<file path="config.mk">
export PLATFORM = sky130hd
export DESIGN_NAME = lbf_ram
export DESIGN_NICKNAME = d
export VERILOG_FILES = /design/src/design/lbf_ram.sv
export SDC_FILE = /design/constraint.sdc
export NUM_CORES = 1
export LEC_CHECK = 0
export ABC_AREA = 0
export BUFFER_PORTS_ARGS = -buffer_cell sky130_fd_sc_hd__buf_2
export CORE_ASPECT_RATIO = 1.2
export CORE_MARGIN = 3
export CORE_UTILIZATION = 40
export CTS_CLUSTER_DIAMETER = 100
export DETAILED_ROUTE_END_ITERATION = 10
export HOLD_SLACK_MARGIN = 0.12
export SLEW_MARGIN = 10
export SYNTH_ARGS = -nofsm -noshare
export SYNTH_HDL_FRONTEND = slang
export SYNTH_SLANG_ARGS = --single-unit
</file>
<file path="constraint.sdc">
create_clock -name clk -period 2.45 [get_ports clk]
set_clock_uncertainty 0.1 [all_clocks]
set_input_delay 0.245 -clock clk [delete_from_list [all_inputs] [get_ports clk]]
set_output_delay 0.245 -clock clk [all_outputs]
set_load 0.005 [all_outputs]
</file>
<file path="src/design/lbf_ram.sv">
// generic synchronous ram: one write port, two registered read ports
// no dependencies
module lbf_ram #(
	parameter int WIDTH = 8,
	parameter int DEPTH = 16
) (
	input  logic                                     clk,
	input  logic                                     we,
	input  logic [(DEPTH > 1 ? $clog2(DEPTH) : 1)-1:0] waddr,
	input  logic [WIDTH-1:0]                         wdata,
	input  logic [(DEPTH > 1 ? $clog2(DEPTH) : 1)-1:0] raddr_a,
	output logic [WIDTH-1:0]                         rdata_a,
	input  logic [(DEPTH > 1 ? $clog2(DEPTH) : 1)-1:0] raddr_b,
	output logic [WIDTH-1:0]                         rdata_b
);
	logic [WIDTH-1:0] mem [DEPTH];

	always_ff @(posedge clk) begin
		if (we) begin
			mem[waddr] <= wdata;
		end
		rdata_a <= mem[raddr_a];
		rdata_b <= mem[raddr_b];
	end
endmodule

</file>
==> impl_metrics.yaml, run 1 <==
run_status:
  run_status: "finished, final reports clean"
drt:
  detailroute.via_count: 3429
  total_wirelength_um: 15100
  detailedRoute.firstPassIterationCount: 5
  detail_route.wl_per_cell_um: 25.4
  drt-initial-drc-count: 359
  final_antenna_net_count: 0
  route.detailed.drc: 0
  avgViaCountPerCell: 5.78
worst_setup_path:
  timing.setup.critical_path_class: "flip-flop to flip-flop"
  master_of_the_slowest_instance_on_the_critical_path: "mux4_1"
  crit_path_max_fanout: 2
  critical_path.max_stage_delay_ns: 0.51
  r2r.worst_path.cells: 3
  critical_path_arrival_ns: 1.79
  critPathTopFamily: "multiplexers"
  reg2reg_from: "mem[0][1]"
  reg2reg_setup_slack_ns: 0.85
  critical_path.endpoint: "rdata_b[1]"
  crit_required_ns: 2.64
  startpoint_type: "flip-flop"
  critical_path.endpoint_type: "flip-flop"
  critical_path_depth: 3
  critical_path_launch_point: "mem[0][1]"
  critical_path_buf_inv_count: 0
  crit-reg2reg-capture: "rdata_b[1]"
  cp_cell_sequence: "mux4_1, a22oi_1, nand2_1"
clock_tree:
  postCtsHoldBufs: 5
  cts_tree: "done"
  htreeDepth: 4
  clock_latency_late_sink_ns: 0.41
  post_cts_resized: 0
  cts_buffers: 17
  cts_root_buffer: "clkbuf_16"
  postCtsSetupRepairBufs: 0
  clkSinkCount: 144
  clk_transition_reported_paths_ns: 0.06
  cts.path.max_buffers: 2
power:
  peakVddDrop_mv: 0.486
  power_leakage_nw: 2.59
  powerDensity_mw_per_mm2: 737
timing:
  max-slew-margin-rel: 0.637
  layout_worst_path_cycle_share: 0.653
  timing_hold_violations_final: 0
  finalMaxSlewViolations: 0
  setup_violations: 0
  fmaxAchievable_ghz: 0.625
  grt_setup_unrepaired: "no"
  worst_pin_slew_ns: 0.545
  final_critical_period_ns: 1.60
  tns_ns: 0
yosys:
  synth_edf_count: 128
  post-synth-top-count-cell: "edfxtp_1"
  postSynthAreaPerCell_um2: 20.7
  yosys-top-cells-area: "edfxtp_1, mux4_2, mux4_1"
  post_synth_inst_count: 307
  yosys_register_bits: 144
  synth.cells.most_frequent: "edfxtp_1, mux4_2, a22oi_1, mux4_1, nand2_1"
  synthArstFlopShare: 0
  portion_of_synthesized_cell_area_occupied_by_the_leading_cell_type: 0.606
  synth_top_cell_by_area: "edfxtp_1"
  yosysWarnings: 0
  post_synth_instance_area_mm2: 0.00635
  yosys_most_used_dff: "edfxtp_1"
  syn_nets: 329
  synth_cell_types: 20
  yosysSeqAreaShare: 0.656
floorplanning:
  area_inside_the_core_boundary_mm2: 0.0153
  initial_utilization: 0.416
  rows: 49
  die_h_um: 144
  die-area_mm2: 0.0174
  chipWidth_um: 121
  io_pins: 38
placement:
  gp_routability_congestion: 0.760
  place.detailed.hpwl_um: 10000
  placed_cells: 556
  io_buffers: 37
cells_and_area:
  nets: 398
  stdcell_count: 593
  diode_insertion_count_for_antenna_repair: 0
  filler_cell_count: 1225
  synthesis_to_layout_area_growth_pct: 17.3
  layout-drive-gt1-share: 0.329
grt:
  global_route_total_overflow: 0
  grt_antenna_before_repair: 0
  grt_pass1_vias: 3591
  grt_use_total: 0.185
  grt_first_pass_wirelength_um: 22700
  grt_max_degree: 19
flow_run:
  cap_viol_max_count: 0
min_path:
  holdCritPathClass: "input port to flip-flop"
-- cell usage in the layout (no fill, tap or decap), types with 3 or more instances in the layout --
master | netlist | routed
a22oi_1 | 32 | 32
buf_12 | 0 | 3
buf_2 | 6 | 37
buf_4 | 2 | 25
clkbuf_1 | 0 | 5
clkbuf_16 | 0 | 17
clkbuf_8 | 0 | 4
clkinv_2 | 0 | 4
dfxtp_1 | 16 | 16
dlygate4sd3_1 | 0 | 5
edfxtp_1 | 128 | 128
mux4_1 | 28 | 28
mux4_2 | 34 | 34
nand2_1 | 17 | 17
nor2_1 | 14 | 14
nor3_1 | 4 | 4
-- sequential cells by signal (all words and copies together), names as in the netlist --
signal and count:
rdata_b 8, mem 128, rdata_a 8
-- layer usage --
layer	GRT usage	vias to the layer above	routed length (um)
met1	0.234	1821	6240
met4	0.0668	0	342
met2	0.317	106	7860
met5	0	-	0
li1	-	1477	-
met3	0.0391	25	615
-- power by group --
group	switching, mW	leakage [nW]	internal (mW)	total [mW]
clock	0.901	0.262	1.39	2.29
combinational	0.218	1.04	0.202	0.420
sequential	0.0265	1.29	2.75	2.78
-- how the worst min path moves through the flow --
stage / cells after the start / slack [ns] / startpoint / to
final: 1 / 0.13 / wdata[6] / mem[14][6]
after global routing: 1 / 0.13 / wdata[6] / mem[1][6]
after CTS: 1 / 0.12 / wdata[3] / mem[2][3]
after detailed placement: 1 / 0.52 / rdata_b[2] / rdata_b[2]
after global placement: 1 / 0.53 / rdata_b[0] / rdata_b[0]
after floorplan: 0 / 0.24 / wdata[0] / mem[0][0]
-- metrics by stage --
| step | hold WS, ns | power, mW | cell area (um^2) | utilization | setup WS (ns) |
|---|---|---|---|---|---|
| after floorplan | 0.244 | 3.07 | 6350 | - | 0.612 |
| after global placement | 0.525 | 3.24 | 6860 | 0.449 | 0.488 |
| after detailed placement | 0.519 | 3.25 | 6860 | 0.449 | 0.480 |
| after CTS | 0.124 | 5.53 | 7440 | 0.488 | 0.846 |
| after global routing | 0.131 | 5.68 | 7440 | 0.488 | 0.776 |
| final | 0.128 | 5.49 | 7440 | 0.488 | 0.849 |
-- cell type report --
cell class / instances / area (um^2) / share of cell area
clock buffer: 26 / 499 / 0.0671
multi-input combinational: 143 / 2010 / 0.270
tap: 204 / 255 / 0.0343
timing repair buffer: 70 / 483 / 0.0649
sequential: 144 / 4160 / 0.560
clock inverter: 6 / 31.3 / 0.00420
-- cells by family after synthesis --
kind of cell	share of synthesized area
AO/OA/AOI/OAI	0.0379
buffers and inverters	0.0272
flip-flops	0.656
AND/OR/NAND/NOR	0.0343
multiplexers	0.244
No activity file was read; power rests on OpenSTA's default activity.
==> run 2, diff against run 1 <==
- clock period: 2.45 -> 1.53 ns (I/O delays scaled with it)
==> impl_metrics.yaml, run 2 (same netlist as run 1, synthesis figures left out) <==
cells_and_area:
  register_area_mm2: 0.00416
  final_common_cell: "edfxtp_1"
  stdcell_count: 601
  finalCoreUtilization: 0.503
  leading_cell_types_in_the_layout_fill_and_taps_excluded: "edfxtp_1, buf_2, mux4_2, mux4_1, buf_4"
  largest_reg_flops: 128
  synthesis_to_layout_area_growth_pct: 20.9
  reg_top3: "mem (128), rdata_a (8), rdata_b (8)"
  diode_insertion_count_for_antenna_repair: 0
  nets: 406
  max_flop_register: "mem"
  filler_cell_count: 1216
  final_design_area_no_fill_mm2: 0.00767
  multi_input_area_mm2: 0.00206
  layout-drive-gt1-share: 0.365
clock_tree:
  cts_buffers: 17
  cts_tree: "done"
  cts.path.max_buffers: 2
  postCtsSetupRepairBufs: 0
  clkSinkCount: 144
  clock_latency_late_sink_ns: 0.41
  clk_transition_reported_paths_ns: 0.06
  cts_root_buffer: "clkbuf_16"
  htreeDepth: 4
floorplanning:
  initial_utilization: 0.416
  die_h_um: 144
  chipWidth_um: 121
  rows: 49
  io_pins: 38
  die-area_mm2: 0.0174
  area_inside_the_core_boundary_mm2: 0.0153
timing:
  tns_ns: 0
  timing_hold_violations_final: 0
  grt_setup_unrepaired: "yes"
  finalMaxSlewViolations: 0
  finalWorstSetupSlack_ns: 0.0110
  final_critical_period_ns: 1.52
  worst_pin_slew_ns: 0.932
  fmaxAchievable_ghz: 0.658
  holdWs_ns: 0.211
  layout_worst_path_cycle_share: 0.993
  max-slew-margin-rel: 0.378
  setup_violations: 0
worst_setup_path:
  crit_required_ns: 1.71
  startpoint_type: "flip-flop"
  crit_path_max_fanout: 2
  timing.setup.critical_path_class: "flip-flop to flip-flop"
  critical_path_arrival_ns: 1.70
  critical_path.endpoint_type: "flip-flop"
power:
  power_leakage_nw: 2.67
  powerDensity_mw_per_mm2: 1200
  peakVddDrop_mv: 0.761
  total_power_mw: 9.21
flow_run:
  cap_viol_max_count: 0
grt:
  grt_pass1_vias: 3584
  grt_first_pass_wirelength_um: 21900
  grt_antenna_before_repair: 0
  grt_max_degree: 21
  grt_use_total: 0.177
  global_route_total_overflow: 0
drt:
  route.detailed.drc: 0
  detailroute.via_count: 3351
  drt-initial-drc-count: 272
  avgViaCountPerCell: 5.58
  total_wirelength_um: 14200
  final_antenna_net_count: 0
  detailedRoute.firstPassIterationCount: 4
  detail_route.wl_per_cell_um: 23.6
placement:
  placed_cells: 561
  io_buffers: 37
  pre_cts_slack_ns: -0.174
  gp_routability_congestion: 0.763
  place.detailed.hpwl_um: 9560
  dpl_cell_area_mm2: 0.00697
min_path:
  holdCritPathClass: "input port to flip-flop"
run_status:
  run_status: "finished, final reports clean"
==> run 2: cell type report <==
cell class	count	share of cell area
Clock buffer	20	0.0569
Multi-Input combinational cell	143	0.268
Tap cell	204	0.0333
Sequential cell	144	0.543
Clock inverter	12	0.0186
Timing Repair Buffer	78	0.0799
==> run 2: worst max-delay path: stages (launching register included) <==
cell,delay (ns)
edfxtp_1,0.40
mux4_2,0.49
a22oi_1,0.30
nand2_1,0.10
==> run 2: worst paths after layout <==
kind	startpoint	end	slack (ns)	cells past startpoint
worst max-delay path	mem[11][7]	rdata_a[7]	0.01	3
worst min-delay path	waddr[0]	mem[0][6]	0.21	3
worst max register to register	mem[11][7]	rdata_a[7]	0.01	3
worst min register to register	mem[4][1]	rdata_a[1]	0.59	3
==> run 2: where the power goes <==
part | total, mW | internal (mW) | switching, mW
combinational | 0.724 | 0.362 | 0.362
clock | 4.04 | 2.54 | 1.50
sequential | 4.44 | 4.40 | 0.0420
==> run 2: what timing repair did <==
item | in CTS | in global routing
gates cloned | 0 | 0
setup endpoints to repair | 1 | 9
endpoints found under the hold margin | 128 | 0
pin swaps | 0 | 3
hold buffers | 8 | 0
resized for setup | 1 | 8
==> run 2: metal layers <==
metal	vias to the layer above	share of wire	track usage
met4	0	0.011	0.0603
met3	11	0.046	0.0419
met5	-	0	0
met2	78	0.53	0.306
li1	1496	-	-
met1	1766	0.41	0.220
